$ cat config.mk
export PLATFORM = sky130hd
export DESIGN_NAME = lru3c_queue
export DESIGN_NICKNAME = d
export VERILOG_FILES = /design/src/assert_macros.svh /design/src/lru3c_pkg.sv /design/src/lru3c_queue.sv
export SDC_FILE = /design/constraint.sdc
export NUM_CORES = 1
export LEC_CHECK = 0
export ABC_AREA = 0
export CORE_ASPECT_RATIO = 0.9
export CORE_UTILIZATION = 30
export CTS_BUF_LIST = sky130_fd_sc_hd__clkbuf_16
export CTS_CLUSTER_SIZE = 10
export DETAILED_ROUTE_END_ITERATION = 10
export DONT_BUFFER_PORTS = 1
export PLACE_DENSITY = 0.44
export SLEW_MARGIN = 20
export SYNTH_ARGS = -nofsm -noshare
export SYNTH_HDL_FRONTEND = slang
export SYNTH_SLANG_ARGS = --single-unit
$ cat constraint.sdc
create_clock -name clk_i -period 2.6 [get_ports clk_i]
set_clock_uncertainty 0.2 [all_clocks]
set_input_delay 0.65 -clock clk_i [delete_from_list [all_inputs] [get_ports clk_i]]
set_output_delay 0.65 -clock clk_i [all_outputs]
set_load 0.01 [all_outputs]
$ cat src/assert_macros.svh
// ----------------------------------------------------------------------------
// assert_macros.svh
// Assertion macros shared by the cache core. Both macros sample on the
// rising edge of clk_i and are switched off while rst_ni is low.
// ----------------------------------------------------------------------------
`ifndef ASSERT_MACROS_SVH
`define ASSERT_MACROS_SVH

`ifndef SYNTHESIS

// Checks a property on every clock edge outside reset.
`define LRU3C_ASSERT(name, prop) \
  name: assert property (@(posedge clk_i) disable iff (!rst_ni) prop) \
    else $error("%m: property failed");

// Checks that a condition always brings its consequence in the same cycle.
`define LRU3C_ASSERT_IMPL(name, ante, cons) \
  `LRU3C_ASSERT(name, (ante) |-> (cons))

`else

`define LRU3C_ASSERT(name, prop)
`define LRU3C_ASSERT_IMPL(name, ante, cons)

`endif

`endif

$ cat src/lru3c_pkg.sv
// ----------------------------------------------------------------------------
// lru3c_pkg
// Shared types and constants of the three-way LRU set cache core.
// ----------------------------------------------------------------------------
`timescale 1ns / 1ps

package lru3c_pkg;

  // Fixed field widths of the item and result.
  localparam int VALUE_W     = 31;
  localparam int NUM_SETS_W  = 9;
  localparam int SET_INDEX_W = 8;
  localparam int ACTION_W    = 3;

  // Set count after reset.
  localparam logic [NUM_SETS_W-1:0] NUM_SETS_RST = 9'd256;

  // Queue between the front and the back.
  localparam int Q_DEPTH = 2;
  localparam int Q_PTR_W = (Q_DEPTH > 1) ? $clog2(Q_DEPTH) : 1;
  localparam int Q_CNT_W = $clog2(Q_DEPTH + 1);

  // Result codes.
  typedef enum logic [ACTION_W-1:0] {
    ACT_FILL        = 3'd0,
    ACT_HIT_NEWEST  = 3'd1,
    ACT_HIT_REORDER = 3'd2,
    ACT_APPEND      = 3'd3,
    ACT_EVICT       = 3'd4
  } action_e;

  typedef enum logic [1:0] {
    FR_IDLE,
    FR_DIVIDE,
    FR_PUSH
  } front_state_e;

  typedef enum logic [1:0] {
    BK_CLEAR,
    BK_IDLE,
    BK_LOOKUP
  } back_state_e;

  // Queue fill status seen by both sides.
  typedef struct packed {
    logic full;
    logic empty;
  } q_status_t;

endpackage

$ cat src/lru3c_queue.sv
// ----------------------------------------------------------------------------
// lru3c_queue
// Small FIFO that carries classified items from the front to the back.
// ----------------------------------------------------------------------------
`timescale 1ns / 1ps

module lru3c_queue #(
  parameter int WIDTH = 39
) (
  input  logic                  clk_i,
  input  logic                  rst_ni,
  input  logic                  push_i,
  input  logic [WIDTH-1:0]      push_data_i,
  input  logic                  pop_i,
  output logic [WIDTH-1:0]      pop_data_o,
  output lru3c_pkg::q_status_t  status_o
);

  localparam int PW = lru3c_pkg::Q_PTR_W;
  localparam int CW = lru3c_pkg::Q_CNT_W;

  logic [WIDTH-1:0] entry_q [lru3c_pkg::Q_DEPTH];
  logic [PW-1:0]    wr_ptr_q, wr_ptr_d;
  logic [PW-1:0]    rd_ptr_q, rd_ptr_d;
  logic [CW-1:0]    count_q, count_d;

  // Pointer and fill count update, wrapping at the queue depth.
  always_comb begin
    wr_ptr_d = wr_ptr_q;
    rd_ptr_d = rd_ptr_q;
    count_d  = count_q;
    if (push_i) begin
      wr_ptr_d = (wr_ptr_q == PW'(lru3c_pkg::Q_DEPTH - 1)) ? '0 : wr_ptr_q + PW'(1);
    end
    if (pop_i) begin
      rd_ptr_d = (rd_ptr_q == PW'(lru3c_pkg::Q_DEPTH - 1)) ? '0 : rd_ptr_q + PW'(1);
    end
    if (push_i && !pop_i) begin
      count_d = count_q + CW'(1);
    end else if (pop_i && !push_i) begin
      count_d = count_q - CW'(1);
    end
  end

  always_ff @(posedge clk_i or negedge rst_ni) begin
    if (!rst_ni) begin
      wr_ptr_q <= '0;
      rd_ptr_q <= '0;
      count_q  <= '0;
    end else begin
      wr_ptr_q <= wr_ptr_d;
      rd_ptr_q <= rd_ptr_d;
      count_q  <= count_d;
    end
  end

  // Entry storage.
  always_ff @(posedge clk_i) begin
    if (push_i) begin
      entry_q[wr_ptr_q] <= push_data_i;
    end
  end

  assign pop_data_o      = entry_q[rd_ptr_q];
  assign status_o.full   = (count_q == CW'(lru3c_pkg::Q_DEPTH));
  assign status_o.empty  = (count_q == '0);

endmodule

# --- Word-level counts from Yosys, hierarchy flattened ---
# Memories as Yosys holds them, arrays and structs flattened.
# Cells that the tools add are included.
totals:
  regBits: 4
  mem_bits_rw: 78
  elab_cells: 21
  n_memories: 1
classes:
  n_addsub: 4
  eq_ne: 1
  mux: 6
  n_reduce_logical: 6
mem_list:
  columns: ["memory", "depth", "word_bits", "read_ports", "rd_clocked_by_memory_dff", "write_ports", "line", "source"]
  rows:
  - ["entry_q", 2, 39, 1, 0, 1, "lru3c_queue.sv:22", "logic [WIDTH-1:0] entry_q [lru3c_pkg::Q_DEPTH];"]
op_table:
  columns: ["operator", "n"]
  rows:
  - ["two-way mux 1 bit", 4]
  - ["two-way mux 2 bit", 2]
  - ["adder 1 bit, second input constant", 2]
  - ["adder 2 x 1 -> 2 bit, second input constant", 1]
  - ["== test 2 bit, second input constant", 1]
  - ["logical AND 1 bit", 2]
  - ["logical NOT 1 bit", 2]
  - ["logical NOT 2 bit", 1]
  - ["nonzero test 2 bit", 1]
  - ["subtractor 2 x 1 -> 2 bit, second input constant", 1]

# --- Logic depth before layout (Yosys ltp) ---
logic_depth:
  word_depth: 4
  depth_mapped: 5

# --- Worst setup path before layout ---
# Ideal clock, no wire load.
synth_path:
  path_type: "input-to-reg"
  start: "in push_i"
  end: "mem entry_q[0][0], enable pin"
  setup_time_ps: 440
  arrival_ps: 2397
  path_slack_ps: -437
  cell_stages: 1
  n_path_buf: 0
  cell_sequence: "nor2b_1"
synth_via:
  elab_chain_len: 2
synth_lines:
  columns: ["element", "line", "source"]
  rows:
  - ["from (decl)", "lru3c_queue.sv:12", "input logic push_i,"]
  - ["two-way mux 1 bit", "lru3c_queue.sv:59", "if (push_i) begin"]
  - ["two-way mux 1 bit (not written as such)", "lru3c_queue.sv:60", "entry_q[wr_ptr_q] <= push_data_i;"]
  - ["to (decl)", "lru3c_queue.sv:22", null]
# No other way between the ends.

# --- Worst setup path in the final report ---
layout_path:
  start: "reg rd_ptr_q"
  end: "out pop_data_o[4]"
layout_via:
  elab_chain_len: 1
layout_lines:
  columns: ["element", "line", "source"]
  rows:
  - ["from (decl)", "lru3c_queue.sv:24", "logic [PW-1:0] rd_ptr_q, rd_ptr_d;"]
  - ["from (signal assigned)", "lru3c_queue.sv:52", "rd_ptr_q <= rd_ptr_d;"]
  - ["memory read (2 x 39 bit)", null, null]
  - ["to (decl)", "lru3c_queue.sv:15", "output logic [WIDTH-1:0] pop_data_o,"]
# No other way between the ends.

==> flow_summary_export.csv <==
group,metric,value,unit
global_route,grt_pass1_vias,1451,
flow_run,maxCapViolations,0,
clock_tree,cts_tree,"yes",
critical_path,cp.required,1.75,ns
global_route,grt_max_degree,25,
power,vdd_drop_max,0.4744,mV
critical_path,timing.critical_path.cells,"buf_4, mux2_2",
clock_tree,htreeDepth,3,
critical_path,start_kind,"flip-flop",
critical_path,arrival,1.42,ns
global_route,overflow,0,
run_status,status,"complete, no violations",
global_route,grt_pass1_wl,7.686,mm
routing,wl,4.918,mm
power,powerDensity,1128,mW/mm^2
clock_tree,ctsHoldBuffers,1,
placed_design,dp_hpwl,3.408,mm
logic_synthesis,ys_seq_elements,82,
critical_path,endpoint,"pop_data_o[4]",
logic_synthesis,yosys_warnings,0,
timing,drv_slew,0,
final_layout,fin_nets,194,
floorplan,ios,84,
clock_tree,clock-root-buffer,"clkbuf_16",
routing,drt-pass1-iter-count,3,
timing,final_hold_viol_count,0,
logic_synthesis,synth.cell_area,0.003013,sq mm
final_layout,seq_area,0.002444,sq mm
clock_tree,clk_path_buf_depth,2,
floorplan,die_width,107.6,um
routing,route.detailed.drc,0,
critical_path,crit_path_top_delay_cell,"mux2_2",
final_layout,multi_input_area,530.5,sq um
placed_design,place.gp.congestion,0.6530,
critical_path,cp_slowest_stage_delay,0.42,ns
timing,min_period_over_period,87.17,%
placed_design,pre_cts_slack,0.6685,ns
floorplan,die_height,97.07,um
floorplan,dieArea,0.01045,sq mm
timing,rsz0062_at_grt,"false",
logic_synthesis,ys_types,11,
routing,num_vias,1262,
timing,fin_tns_setup,0,ns
clock_tree,clk_pin_slew,0.05,ns
clock_tree,cts_buffers,9,
clock_tree,clk-insertion-delay-late,0.32,ns
logic_synthesis,ys_seq_area_share,81.06,%
placed_design,portBuffers,0,
clock_tree,post-cts-setup-buffer-count,0,
routing,ant_nets,0,
floorplan,rows,34,
routing,first_iter_violations,24,
critical_path,crit_path_end_kind,"output port",
timing,setup_viol,0,
critical_path,startpoint,"rd_ptr_q",
final_layout,fillCellCount,916,
final_layout,fin_area,0.003482,sq mm
critical_path,r2r-start,"wr_ptr_q",
timing,slew_headroom,70.08,%
final_layout,postLayoutCoreUtil,35.90,%
final_layout,area_delta_synth_final,15.57,%
critical_path,reg2reg_depth,2,
critical_path,regToRegSetupSlack,0.97,ns
critical_path,crit_type,"reg2out",
routing,via_per_inst,4.491,
floorplan,initial_utilization,31.06,%
logic_synthesis,avgSynthCellArea,21.99,sq um
clock_tree,cts.sinks,82,
timing,setup_ws,0.3335,ns
critical_path,r2r-end,"entry_q[1][0]",
power,finalPower,3.927,mW
final_layout,diodes,0,
routing,wl_per_cell,17.50,um
floorplan,core,0.009699,sq mm
critical_path,critPathMaxFanout,24,
final_layout,layout-drive-gt1-share,38.71,%
placed_design,placed_cell_area,0.003186,sq mm
global_route,grt.total_usage,10.20,%
timing,worst_pin_slew,0.4488,ns
power,leakage,1.151,nW
logic_synthesis,synth_fp_nets,181,
logic_synthesis,syn_inst,137,
global_route,antenna_found_initial,0,
worst_hold_path,hp-class,"in2reg",
clock_tree,ctsResizeCount,0,
timing,max_freq,441.2,MHz
timing,period_needed,2.267,ns
## metrics by stage
step	hold WS (ns)	std cells
floorplan	0.1544	137
global placement	0.1546	264
detailed placement	0.1546	264
CTS	0.1957	281
global route	0.1933	281
finish	0.2114	281
## routing by layer
layer | part of all wire (%) | track usage [%]
met5 | 0 | 0
met4 | 1.5 | 3.793
met3 | 10 | 5.835
met2 | 51 | 17.06
met1 | 38 | 10.50
## cell usage in the layout (no fill, tap or decap)
cell type,n
and2_2,1
buf_12,1
buf_4,4
bufinv_16,1
clkbuf_16,9
clkinv_1,2
clkinv_2,1
clkinvlp_4,2
dfrtp_1,3
dfrtp_2,1
dlygate4sd3_1,1
edfxtp_1,78
ha_1,1
inv_1,2
mux2_2,39
nor2_1,2
nor2b_1,1
nor2b_4,1
xnor2_1,1
xor2_1,4
## critical path, delay by kind of cell (launching register included)
family / cells / cell delay, ns
buffers and inverters: 1 / 0.31
DFF: 1 / 0.35
muxes: 1 / 0.42
## cell usage after synthesis
library cell  number  area (sq um)
edfxtp_1          78          2342
mux2_2            39         439.2
buf_6              4         45.04
dfrtp_1            4         100.1
xor2_1             4         35.03
nor2_1             2         7.510
nor2b_1            2         12.51
and2_1             1         6.260
ha_1               1         12.51
inv_1              1         3.750
xnor2_1            1         8.760
## kinds of logic after synthesis
family | Yosys count | synth area share [%]
XOR/XNOR | 5 | 1.453
adder cells (fa/ha/maj) | 1 | 0.4152
buffers and inverters | 5 | 1.619
flip-flops | 82 | 81.06
multiplexers | 39 | 14.58
AND/OR/NAND/NOR | 5 | 0.8723
## where the power goes
| group | switching [mW] | internal [mW] |
|---|---|---|
| logic | 0.535 | 0.368 |
| clock network | 0.454 | 0.730 |
| registers | 0.0786 | 1.76 |
## flip-flops by register name (all words and copies together), names as in the netlist
register and count:
count_q 2, entry_q 78, rd_ptr_q 1, wr_ptr_q 1
## worst min-delay path by stage
stage	from	endpoint	slack [ns]	depth (start not counted)
floorplan	rst_ni	count_q[0]	0.15	0
detailed placement	rst_ni	count_q[0]	0.15	0
finish	push_i	wr_ptr_q	0.21	1
global route	pop_i	rd_ptr_q	0.19	1
global placement	rst_ni	count_q[1]	0.15	0
CTS	push_i	wr_ptr_q	0.20	1
## final cells by class
class	count	area share [%]
clock buffers	9	6.468
inverters	1	0.1078
multi-input cells	50	15.24
repair buffers	6	1.725
clock inverters	7	1.761
well taps	126	4.527
flip-flops and latches	82	70.18
Note: power is estimated with default switching activity, not from simulation.
