## config.mk

```make
export PLATFORM = sky130hd
export DESIGN_NAME = lru3c_front
export DESIGN_NICKNAME = d
export VERILOG_FILES = /design/src/assert_macros.svh /design/src/lru3c_pkg.sv /design/src/lru3c_front.sv
export SDC_FILE = /design/constraint.sdc
export NUM_CORES = 1
export LEC_CHECK = 0
export BUFFER_PORTS_ARGS = -buffer_cell sky130_fd_sc_hd__buf_2
export CORE_MARGIN = 5
export CORE_UTILIZATION = 58
export DETAILED_ROUTE_END_ITERATION = 16
export PLACE_DENSITY_LB_ADDON = 0.1
export REMOVE_ABC_BUFFERS = 1
export SLEW_MARGIN = 20
export SYNTH_ARGS = -nofsm -noshare
export SYNTH_HDL_FRONTEND = slang
export SYNTH_SLANG_ARGS = --single-unit
```

## constraint.sdc

```tcl
create_clock -name clk_i -period 5.55 [get_ports clk_i]
set_input_delay 0.555 -clock clk_i [delete_from_list [all_inputs] [get_ports clk_i]]
set_output_delay 0.555 -clock clk_i [all_outputs]
set_load 0.03 [all_outputs]
```

## src/assert_macros.svh

```systemverilog
// ----------------------------------------------------------------------------
// assert_macros.svh
// Assertion macros shared by the cache core. Both macros sample on the
// rising edge of clk_i and are switched off while rst_ni is low.
// ----------------------------------------------------------------------------
`ifndef ASSERT_MACROS_SVH
`define ASSERT_MACROS_SVH

`ifndef SYNTHESIS

// Checks a property on every clock edge outside reset.
`define LRU3C_ASSERT(name, prop) \
  name: assert property (@(posedge clk_i) disable iff (!rst_ni) prop) \
    else $error("%m: property failed");

// Checks that a condition always brings its consequence in the same cycle.
`define LRU3C_ASSERT_IMPL(name, ante, cons) \
  `LRU3C_ASSERT(name, (ante) |-> (cons))

`else

`define LRU3C_ASSERT(name, prop)
`define LRU3C_ASSERT_IMPL(name, ante, cons)

`endif

`endif

```

## src/lru3c_pkg.sv

```systemverilog
// ----------------------------------------------------------------------------
// lru3c_pkg
// Shared types and constants of the three-way LRU set cache core.
// ----------------------------------------------------------------------------
`timescale 1ns / 1ps

package lru3c_pkg;

  // Fixed field widths of the item and result.
  localparam int VALUE_W     = 31;
  localparam int NUM_SETS_W  = 9;
  localparam int SET_INDEX_W = 8;
  localparam int ACTION_W    = 3;

  // Set count after reset.
  localparam logic [NUM_SETS_W-1:0] NUM_SETS_RST = 9'd256;

  // Queue between the front and the back.
  localparam int Q_DEPTH = 2;
  localparam int Q_PTR_W = (Q_DEPTH > 1) ? $clog2(Q_DEPTH) : 1;
  localparam int Q_CNT_W = $clog2(Q_DEPTH + 1);

  // Result codes.
  typedef enum logic [ACTION_W-1:0] {
    ACT_FILL        = 3'd0,
    ACT_HIT_NEWEST  = 3'd1,
    ACT_HIT_REORDER = 3'd2,
    ACT_APPEND      = 3'd3,
    ACT_EVICT       = 3'd4
  } action_e;

  typedef enum logic [1:0] {
    FR_IDLE,
    FR_DIVIDE,
    FR_PUSH
  } front_state_e;

  typedef enum logic [1:0] {
    BK_CLEAR,
    BK_IDLE,
    BK_LOOKUP
  } back_state_e;

  // Queue fill status seen by both sides.
  typedef struct packed {
    logic full;
    logic empty;
  } q_status_t;

endpackage

```

## src/lru3c_front.sv

```systemverilog
// ----------------------------------------------------------------------------
// lru3c_front
// Accepts an item and finds its set with a bit-serial remainder unit.
// ----------------------------------------------------------------------------
`timescale 1ns / 1ps

module lru3c_front #(
  parameter int MAX_SETS = 256
) (
  input  logic                                clk_i,
  input  logic                                rst_ni,
  input  logic                                accept_i,
  input  logic [lru3c_pkg::VALUE_W-1:0]       value_i,
  input  logic [lru3c_pkg::NUM_SETS_W-1:0]    num_sets_i,
  input  lru3c_pkg::q_status_t                q_status_i,
  output logic                                q_push_o,
  output logic [lru3c_pkg::VALUE_W+((MAX_SETS > 1) ? $clog2(MAX_SETS) : 1)-1:0] q_data_o,
  output logic                                busy_o
);

  localparam int VW  = lru3c_pkg::VALUE_W;
  localparam int SIW = (MAX_SETS > 1) ? $clog2(MAX_SETS) : 1;
  localparam int MW  = $clog2(MAX_SETS + 1);
  localparam int DW  = (MW > lru3c_pkg::NUM_SETS_W) ? MW : lru3c_pkg::NUM_SETS_W;
  localparam int STW = $clog2(VW);

  lru3c_pkg::front_state_e state_q, state_d;

  logic [VW-1:0]  value_q, value_d;
  logic [VW-1:0]  dvd_q, dvd_d;
  logic [DW-1:0]  div_q, div_d;
  logic [DW-1:0]  rem_q, rem_d;
  logic [STW-1:0] step_q, step_d;

  logic [DW-1:0]  ns_ext;
  logic [DW-1:0]  eff_sets;
  logic [DW:0]    trial;
  logic [DW:0]    trial_sub;

  // A set count of zero or above the store size means the whole store.
  always_comb begin
    ns_ext = DW'(num_sets_i);
    if (ns_ext == '0 || ns_ext > DW'(MAX_SETS)) begin
      eff_sets = DW'(MAX_SETS);
    end else begin
      eff_sets = ns_ext;
    end
  end

  // One restoring remainder step: bring in the next dividend bit.
  assign trial     = {rem_q, dvd_q[VW-1]};
  assign trial_sub = trial - {1'b0, div_q};

  always_comb begin
    state_d  = state_q;
    value_d  = value_q;
    dvd_d    = dvd_q;
    div_d    = div_q;
    rem_d    = rem_q;
    step_d   = step_q;
    q_push_o = 1'b0;
    case (state_q)
      lru3c_pkg::FR_IDLE: begin
        if (accept_i) begin
          value_d = value_i;
          dvd_d   = value_i;
          div_d   = eff_sets;
          rem_d   = '0;
          step_d  = '0;
          state_d = lru3c_pkg::FR_DIVIDE;
        end
      end
      lru3c_pkg::FR_DIVIDE: begin
        if (trial >= {1'b0, div_q}) begin
          rem_d = trial_sub[DW-1:0];
        end else begin
          rem_d = trial[DW-1:0];
        end
        dvd_d  = {dvd_q[VW-2:0], 1'b0};
        step_d = step_q + STW'(1);
        if (step_q == STW'(VW - 1)) begin
          state_d = lru3c_pkg::FR_PUSH;
        end
      end
      lru3c_pkg::FR_PUSH: begin
        if (!q_status_i.full) begin
          q_push_o = 1'b1;
          state_d  = lru3c_pkg::FR_IDLE;
        end
      end
      default: begin
        state_d = lru3c_pkg::FR_IDLE;
      end
    endcase
  end

  always_ff @(posedge clk_i or negedge rst_ni) begin
    if (!rst_ni) begin
      state_q <= lru3c_pkg::FR_IDLE;
      step_q  <= '0;
    end else begin
      state_q <= state_d;
      step_q  <= step_d;
    end
  end

  // Datapath registers.
  always_ff @(posedge clk_i) begin
    value_q <= value_d;
    dvd_q   <= dvd_d;
    div_q   <= div_d;
    rem_q   <= rem_d;
  end

  // The remainder is below the store size, so its low bits are the set.
  assign q_data_o = {value_q, rem_q[SIW-1:0]};
  assign busy_o   = (state_q != lru3c_pkg::FR_IDLE);

endmodule

```

Yosys cells after proc, flatten, opt, wreduce, memory -nomap -nowiden
Index checks and enable logic that the tools add are counted.
- input bits: 45
- latch bits: 0
- memory bits (read-only): 0
- memories: 0
- RAM bits: 0
- register bits: 87
- shift operators: 0
- bitwise operators: 0
- $mul: 0
- add/sub/neg operators: 2
- magnitude comparators: 2
- equal/unequal tests: 6
- muxes and demuxes: 13
- reduce and logical (&&, ||, !) cells: 8
- div/mod/pow operators: 0
- operators by type and width (operator ; count):
    31-bit one-hot mux with 2 select lines ; 1
    31-bit 2-to-1 mux ; 1
    9-bit 2-to-1 mux ; 2
    9-bit one-hot mux with 2 select lines ; 1
    10-bit by 9-bit >= comparator with 1-bit output ; 1
    5-bit one-hot mux with 2 select lines ; 1
    9-bit greater-than comparator (second input constant) ; 1
    9-bit logical NOT ; 1
    9-bit subtractor ; 1
    2-bit 2-to-1 mux ; 3
    2-bit != test (second input constant) ; 3
    2-bit one-hot mux with 3 select lines ; 1
    5-bit by 1-bit adder with 5-bit output (second input constant) ; 1
    5-bit == test (second input constant) ; 1
    5-bit 2-to-1 mux ; 1
    2-bit AND reduction ; 2
    2-bit nonzero test ; 2
    3-bit AND reduction ; 1
    2-bit by 1-bit == test with 1-bit output (second input constant) ; 1
    2-bit == test (second input constant) ; 1
    2-bit logical NOT ; 1
    1-bit 2-to-1 mux ; 2
    1-bit logical OR ; 1

Depth between registers and ports, before layout
Gate-level depths: netlist of the first run.
- depth after elaboration: 3
- gate-level depth with buffers: 9
- gate-level depth less buffers: 9

Least setup slack after synthesis of the first run
No wires, ideal clock.
- path kind: register to register
- start: register state_q[1]
- end: register div_q[0], enable pin
- required time: 5.110 ns
- stages on the path, launching flop included: 3
- slack: 2.543 ns
- arrival time: 2.567 ns
- path buffers: 0
- cells stage by stage: dfrtp_1 > or2_2 > nor2_1
- cells in the longest elaborated chain, start to end: 2
- ends and longest elaborated chain (item ; line ; RTL):
    from (decl) ; lru3c_front.sv:27 ; lru3c_pkg::front_state_e state_q, state_d;
    from (signal assigned) ; lru3c_front.sv:99 ; state_q <= lru3c_pkg::FR_IDLE;
    from (signal assigned) ; lru3c_front.sv:102 ; state_q <= state_d;
    2-bit logical NOT ; lru3c_front.sv:62 ; case (state_q)
    2-bit AND reduction (no line) ; - ;
    to (signal assigned) ; lru3c_front.sv:111 ; div_q <= div_d;
    to (decl) ; lru3c_front.sv:31 ; logic [DW-1:0] div_q, div_d;
No other way between the ends.
A chain may end at the register's enable or synchronous reset.

Final worst setup path of the first run
- start: register dvd_q[30]
- end: register rem_q[1], data pin
- cells in the longest elaborated chain, start to end: 3
- elaborated cells between the ends (all ways): 4
- classes of those cells: add/sub (1); order compare (1); mux (2)
- ends and longest elaborated chain (item ; line ; RTL):
    from (decl) ; lru3c_front.sv:30 ; logic [VW-1:0] dvd_q, dvd_d;
    from (signal assigned) ; lru3c_front.sv:110 ; dvd_q <= dvd_d;
    9-bit subtractor or 10-bit by 9-bit >= comparator with 1-bit output (tied branches) ; lru3c_front.sv:52, lru3c_front.sv:74 ;
    9-bit 2-to-1 mux (*) ; lru3c_front.sv:74 ; if (trial >= {1'b0, div_q}) begin
    9-bit one-hot mux with 2 select lines (*) ; lru3c_front.sv:62 ;
    to (signal assigned) ; lru3c_front.sv:112 ; rem_q <= rem_d;
    to (decl) ; lru3c_front.sv:32 ; logic [DW-1:0] rem_q, rem_d;
Mark *: on every way between the ends. The rest lies on a longest branch, timed or not.

==> flow_summary.yaml, run 1 <==
yosys:
  synthSimpleGateAreaFrac: 0.164
  synth-edff-count: 80
  syn_inst: 322
  avgSynthCellArea_um2: 12.0
  synth_mux_area_frac: 0.00774
  synth_xor_area_frac: 0.0113
  syn-cell-area_um2: 3880
  synthArstFlopShare: 0.0805
  seq_area_frac_synth: 0.665
  synth_top_family_by_area: "simple AND/OR/NAND/NOR gates"
  synth_cell_types: 44
  synth_top_area_frac: 0.620
  synth_top_cells_by_area: "edfxtp_1, nand2_1, dfrtp_1"
  synthFlopType: "edfxtp_1"
  synth-adder-area-share: 0.0407
  ys_seq_elements: 87
  synth.largest_area_cell: "edfxtp_1"
  yosysWarnings: 0
  synth-compound-area-share: 0.0732
setup_path:
  cp_slowest_stage_delay_ps: 460
  path_depth: 9
  arrival_ps: 2920
  cp-start-kind: "flip-flop"
  r2r_cells: 9
  crit_required_ps: 5650
  worstPathBufferInverterCount: 2
  path_class: "flip-flop to flip-flop"
  crit_path_top_delay_cell: "a211oi_4"
  crit_top_cell: "inv_1"
  critical_path_peak_fanout: 8
  cp-end-kind: "flip-flop"
  crit_family: "compound AO/OA/AOI/OAI gates"
  cp_cell_sequence: "inv_1 > ha_1 > inv_1 > fa_1 > a211o_1 > a221o_2 > a211oi_4 > mux2i_1 > nor2_1"
power:
  switching_share: 0.375
  clkPwrFrac: 0.159
  p_seq_frac: 0.452
  internal_power_uw: 1520
  power_leakage_uw: 0.00205
  ir_drop_mv: 0.287
  power_density_nw_per_um2: 534
  pwr-share-comb: 0.389
  p_total_uw: 2440
  switchingPower_uw: 914
sta:
  finalMaxSlewViolations: 0
  hold_viol: 0
  period_minus_slack_ps: 2820
  period_share: 0.508
  skew_ps: 7.02
  rsz0062_at_grt: "no"
  timing.fmax_mhz: 355
  tightest_slew_ps: 608
  setup_tns_ps: 0
  max_slew_margin: 0.594
  setup_viol: 0
  hold_slack_ps: 385
layout:
  multi_input_area_um2: 1160
  antenna_cells: 0
  seq_area_um2: 2580
  fillers: 499
  syn_to_final_growth_pct: 17.6
  final_util: 0.710
  layout.nets: 462
  layout_common_cells: "nand2_1, buf_2, edfxtp_1"
  layout_commonest_cell: "nand2_1"
  layout-drive-gt1-share: 0.276
grt:
  grtUsageMet1: 0.207
  grt_max_degree: 41
  busiest_layer: "met2"
  overflow: 0
  antenna_found_initial: 0
  use_met3: 0.0597
  grt_pass1_wl_um: 12100
  grt_usage: 0.186
  grt.met2_usage: 0.334
  grt_pass1_vias: 2577
routing:
  wl_per_cell_um: 15.2
  drt-initial-drc-count: 138
  finalWirelength_um: 7380
  firstDrtPassIters: 4
  drtAntennaViolNets: 0
  vias: 2598
  drc: 0
  viasPerCell: 5.35
clocking:
  cts_tree: "built"
  htree_levels: 3
  clock_sinks: 87
  clockBufferDepth: 2
  numCtsBuffers: 9
  clk_pin_slew_ps: 80
  root_buffer: "clkbuf_8"
  cts-resized-gates: 0
  clk_latency_ps: 350
worst_hold_path:
  hold_path.class: "input pin to flip-flop"
  min_path_cells: 1
status:
  status: "complete, no violations"
floorplanning:
  core.rowCount: 29
  coreArea_um2: 6420
  fp.dieW_um: 91.8
  io_pins: 86
  dieArea_um2: 8420
  initial_core_util: 0.604
  chipHeight_um: 91.8
placed_design:
  dp_hpwl_um: 5300
  routabilityCongestion: 0.824
  port_buffers: 84
job:
  drv_cap: 0
==> power by group through the flow <==
stage	Clock (µW)	Combinational, µW	Sequential, µW
final	387	947	1100
after global routing	431	1070	1120
after CTS	396	958	1100
after detailed placement	0	952	1120
after global placement	0	905	1110
after floorplan	0	594	1200
==> synth_stat cells (all sizes together), types with 2 or more instances <==
library cell  count
nor4              2
and3              2
nand3             5
nor3              5
a211o             3
buf               9
a21o              6
nand2           101
mux2i             3
nor2b            10
edfxtp           80
clkbuf            9
o21ai            10
dfrtp             7
xor2              4
o31ai             2
a21oi             7
nor2             10
o211a             3
inv              13
ha               11
nand4             2
==> worst paths after layout <==
check / from / end / slack (ps)
worst max-delay path: dvd_q[30]$_DFFE_PP_ / rem_q[1]$_SDFFCE_PN0P_ / 2730
worst min-delay path: value_i[0] / value_q[0]$_DFFE_PP_ / 390
worst max register to register: dvd_q[30]$_DFFE_PP_ / rem_q[1]$_SDFFCE_PN0P_ / 2730
worst min register to register: dvd_q[25]$_DFFE_PP_ / dvd_q[26]$_DFFE_PP_ / 520
max in group asynchronous: rst_ni / step_q[3]$_DFFE_PN0P_ / 4850
min in group asynchronous: rst_ni / state_q[1]$_DFFE_PN0P_ / 540
==> worst reg2reg max path: stages (launching register included) <==
cell	delay (ps)
edfxtp_1	400
inv_1	70
ha_1	170
inv_1	60
fa_1	420
a211o_1	300
a221o_2	410
a211oi_4	460
mux2i_1	240
nor2_1	60
==> flip-flops by register name, summed over array words and instances (netlist names) <==
name and cells:
state_q 2, dvd_q 31, div_q 9, value_q 31, rem_q 9, step_q 5
==> through the flow <==
stage,instance area (µm²),cells,setup slack (ps)
after floorplan,3780,304,2540
after global placement,4330,468,2800
after detailed placement,4380,470,2760
after CTS,4550,485,2730
after global routing,4560,486,2600
final,4560,486,2730
==> layout make-up <==
type / instances / share of cell area
multi-input cells: 204 / 0.255
flip-flops and latches: 87 / 0.565
inverters: 13 / 0.0107
repair buffers: 90 / 0.111
clock inverters: 6 / 0.00960
clock buffers: 9 / 0.0272
well taps: 77 / 0.0211
==> cell families (layout without fill, tap and decap cells) <==
group,after synthesis,in the layout
and+or+nand+nor,145,145
xor gates and xnor gates,5,5
buffers and inverters,31,118
adders and majority gates,12,12
AOI/OAI and AO/OA,39,39
muxes,3,3
DFF,87,87
==> layer usage <==
metal / vias to the layer above / wire, µm
met2: 50 / 3960
met4: 0 / 87
li1: 1289 / -
met3: 10 / 399
met1: 1249 / 2940
met5: - / 0
==> what timing repair did <==
action,4_1_cts,5_1_grt
endpoints found under the hold margin,0,6
setup endpoints to repair,0,0
hold buffers,0,1
setup buffers,0,0
(Power assumes the default switching activity.)
==> run 2, diff against run 1 <==
--- a/config.mk
+++ b/config.mk
@@ -7,7 +7,7 @@
 export LEC_CHECK = 0
 export BUFFER_PORTS_ARGS = -buffer_cell sky130_fd_sc_hd__buf_2
 export CORE_MARGIN = 5
-export CORE_UTILIZATION = 58
+export CORE_UTILIZATION = 54
 export DETAILED_ROUTE_END_ITERATION = 16
 export PLACE_DENSITY_LB_ADDON = 0.1
 export REMOVE_ABC_BUFFERS = 1
==> constraint.sdc (replaced) <==
create_clock -name clk_i -period 2.7 [get_ports clk_i]
set_input_delay 0.27 -clock clk_i [delete_from_list [all_inputs] [get_ports clk_i]]
set_output_delay 0.27 -clock clk_i [all_outputs]
set_load 0.03 [all_outputs]
==> run 2 against run 1 <==
Against the previous run: maximum frequency rose by 7.2%; sequential share of layout area is 1.1 points lower; setup slack worse by 2700 ps; count of clock-buffer cells in the layout unchanged; largest power group unchanged; largest cell class unchanged; power rose by 120%; non-clock buffer count up 4.
==> flow_summary.yaml, run 2 (same netlist as run 1, synthesis figures left out) <==
status:
  status: "complete, no violations"
worst_hold_path:
  hold_path.class: "input pin to flip-flop"
routing:
  wl_per_cell_um: 14.5
  drc: 0
  viasPerCell: 5.14
  firstDrtPassIters: 4
  drt-initial-drc-count: 184
  finalWirelength_um: 7410
  vias: 2620
  drtAntennaViolNets: 0
clocking:
  clk_pin_slew_ps: 90
  cts_tree: "built"
  clock_sinks: 87
  clk_latency_ps: 350
  htree_levels: 3
  numCtsBuffers: 9
  root_buffer: "clkbuf_8"
  clockBufferDepth: 2
layout:
  layout_common_cells: "nand2_1, buf_2, edfxtp_1"
  syn_to_final_growth_pct: 20.0
  reg_top3: "dvd_q (31), value_q (31)"
  layout-drive-gt1-share: 0.297
  final_area_um2: 4650
  layout_commonest_cell: "nand2_1"
  antenna_cells: 0
  layout.nets: 466
grt:
  grt_pass1_vias: 2734
  grt_pass1_wl_um: 12400
  grt_max_degree: 43
  antenna_found_initial: 0
  overflow: 0
  grt_usage: 0.179
setup_path:
  worst_r2r_endpoint: "rem_q[1]$_SDFFCE_PN0P_"
  r2r_cells: 9
  cp-end-kind: "flip-flop"
  cp_cell_sequence: "inv_1 > ha_2 > inv_2 > fa_2 > a211o_1 > a221o_2 > a211oi_4 > mux2i_1 > nor2_1"
  crit_family: "compound AO/OA/AOI/OAI gates"
  path_depth: 9
  path_class: "flip-flop to flip-flop"
  crit_required_ps: 2800
  worstPathBufferInverterCount: 2
  arrival_ps: 2720
  cp_slowest_stage_delay_ps: 430
  reg2reg_slack_ps: 70
  crit_path_top_delay_cell: "a221o_2"
  critical_path_peak_fanout: 7
  r2r-start: "dvd_q[30]$_DFFE_PP_"
  startpoint: "dvd_q[30]$_DFFE_PP_"
  cp-endpoint: "rem_q[1]$_SDFFCE_PN0P_"
  cp-start-kind: "flip-flop"
sta:
  hold_viol: 0
  setup_viol: 0
  period_minus_slack_ps: 2630
  rsz0062_at_grt: "yes"
  tightest_slew_ps: 885
  period_share: 0.973
  finalMaxSlewViolations: 0
  max_slew_margin: 0.410
  hold_slack_ps: 104
  timing.fmax_mhz: 381
  setup_tns_ps: 0
  skew_ps: 8.21
power:
  clkPwrFrac: 0.192
  switchingPower_uw: 1940
  switching_share: 0.365
  power_leakage_uw: 0.00208
  power_density_nw_per_um2: 1140
  ir_drop_mv: 0.605
  internal_power_uw: 3370
  p_seq_frac: 0.426
  pwr-share-comb: 0.382
floorplanning:
  core.rowCount: 30
  initial_core_util: 0.561
  fp.dieW_um: 94.7
  io_pins: 86
  dieArea_um2: 8970
  chipHeight_um: 94.7
  coreArea_um2: 6910
placed_design:
  routabilityCongestion: 0.826
  port_buffers: 84
  placed_cell_area_um2: 4370
  dp_hpwl_um: 5100
job:
  drv_cap: 0
## run 2: cell types whose count changed in the layout (fill, tap and decap cells not counted), sizes merged
cell    delta
buf        +4
bufinv     +2
inv        -1
## run 2: power groups by stage
stage | sequential (µW) | combinational [µW] | clock [µW]
floorplan | 2470 | 1220 | 0
finish | 2260 | 2030 | 1020
CTS | 2260 | 1970 | 1040
detailed placement | 2290 | 1960 | 0
global route | 2310 | 2280 | 1100
global placement | 2280 | 1900 | 0
## run 2: how the worst min path moves through the flow
stage | from | end | cells after the start
5_1_grt | value_i[17] | value_q[17]$_DFFE_PP_ | 1
3_3_place_gp | rst_ni | step_q[0]$_DFFE_PN0P_ | 1
4_1_cts | value_i[0] | value_q[0]$_DFFE_PP_ | 1
2_1_floorplan | rst_ni | state_q[0]$_DFFE_PN0P_ | 0
3_5_place_dp | rst_ni | step_q[0]$_DFFE_PN0P_ | 1
6_report | value_i[0] | value_q[0]$_DFFE_PP_ | 1
## run 2: through the flow
step / utilization / cells / setup WS [ps] / power, µW
finish: 0.674 / 510 / 72.3 / 5310
global route: 0.674 / 510 / -33.7 / 5680
CTS: 0.668 / 507 / 31.3 / 5270
detailed placement: 0.633 / 490 / 37.1 / 4250
global placement: 0.633 / 490 / 82.5 / 4170
floorplan: - / 304 / -307 / 3690
## run 2: layout make-up
| cell class | instances | area (µm²) |
|---|---|---|
| fillers | 584 | 2250 |
| multi-input cells | 204 | 1180 |
| flip-flops and latches | 87 | 2580 |
| repair buffers | 94 | 498 |
| inverters | 13 | 48.8 |
| clock inverters | 7 | 105 |
| clock buffers | 9 | 124 |
| well taps | 96 | 120 |
## run 2: worst reg2reg max path, stage by stage (launching register included)
cell and delay, ps:
edfxtp_1 390, inv_1 70, ha_2 180, inv_2 40, fa_2 330, a211o_1 280, a221o_2 430, a211oi_4 370
mux2i_1 230, nor2_1 50
## run 2: routing by layer
metal | track usage | routed length, µm
met1 | 0.213 | 3110
met3 | 0.0422 | 420
met5 | 0 | 0
met2 | 0.314 | 3790
met4 | 0.0685 | 89
## run 2: what timing repair did
action | CTS | global route
endpoints found under the setup margin | 0 | 7
endpoints found under the hold margin | 7 | 0
setup buffers | 0 | 3
gates resized for setup | 0 | 6
hold buffers | 1 | 0
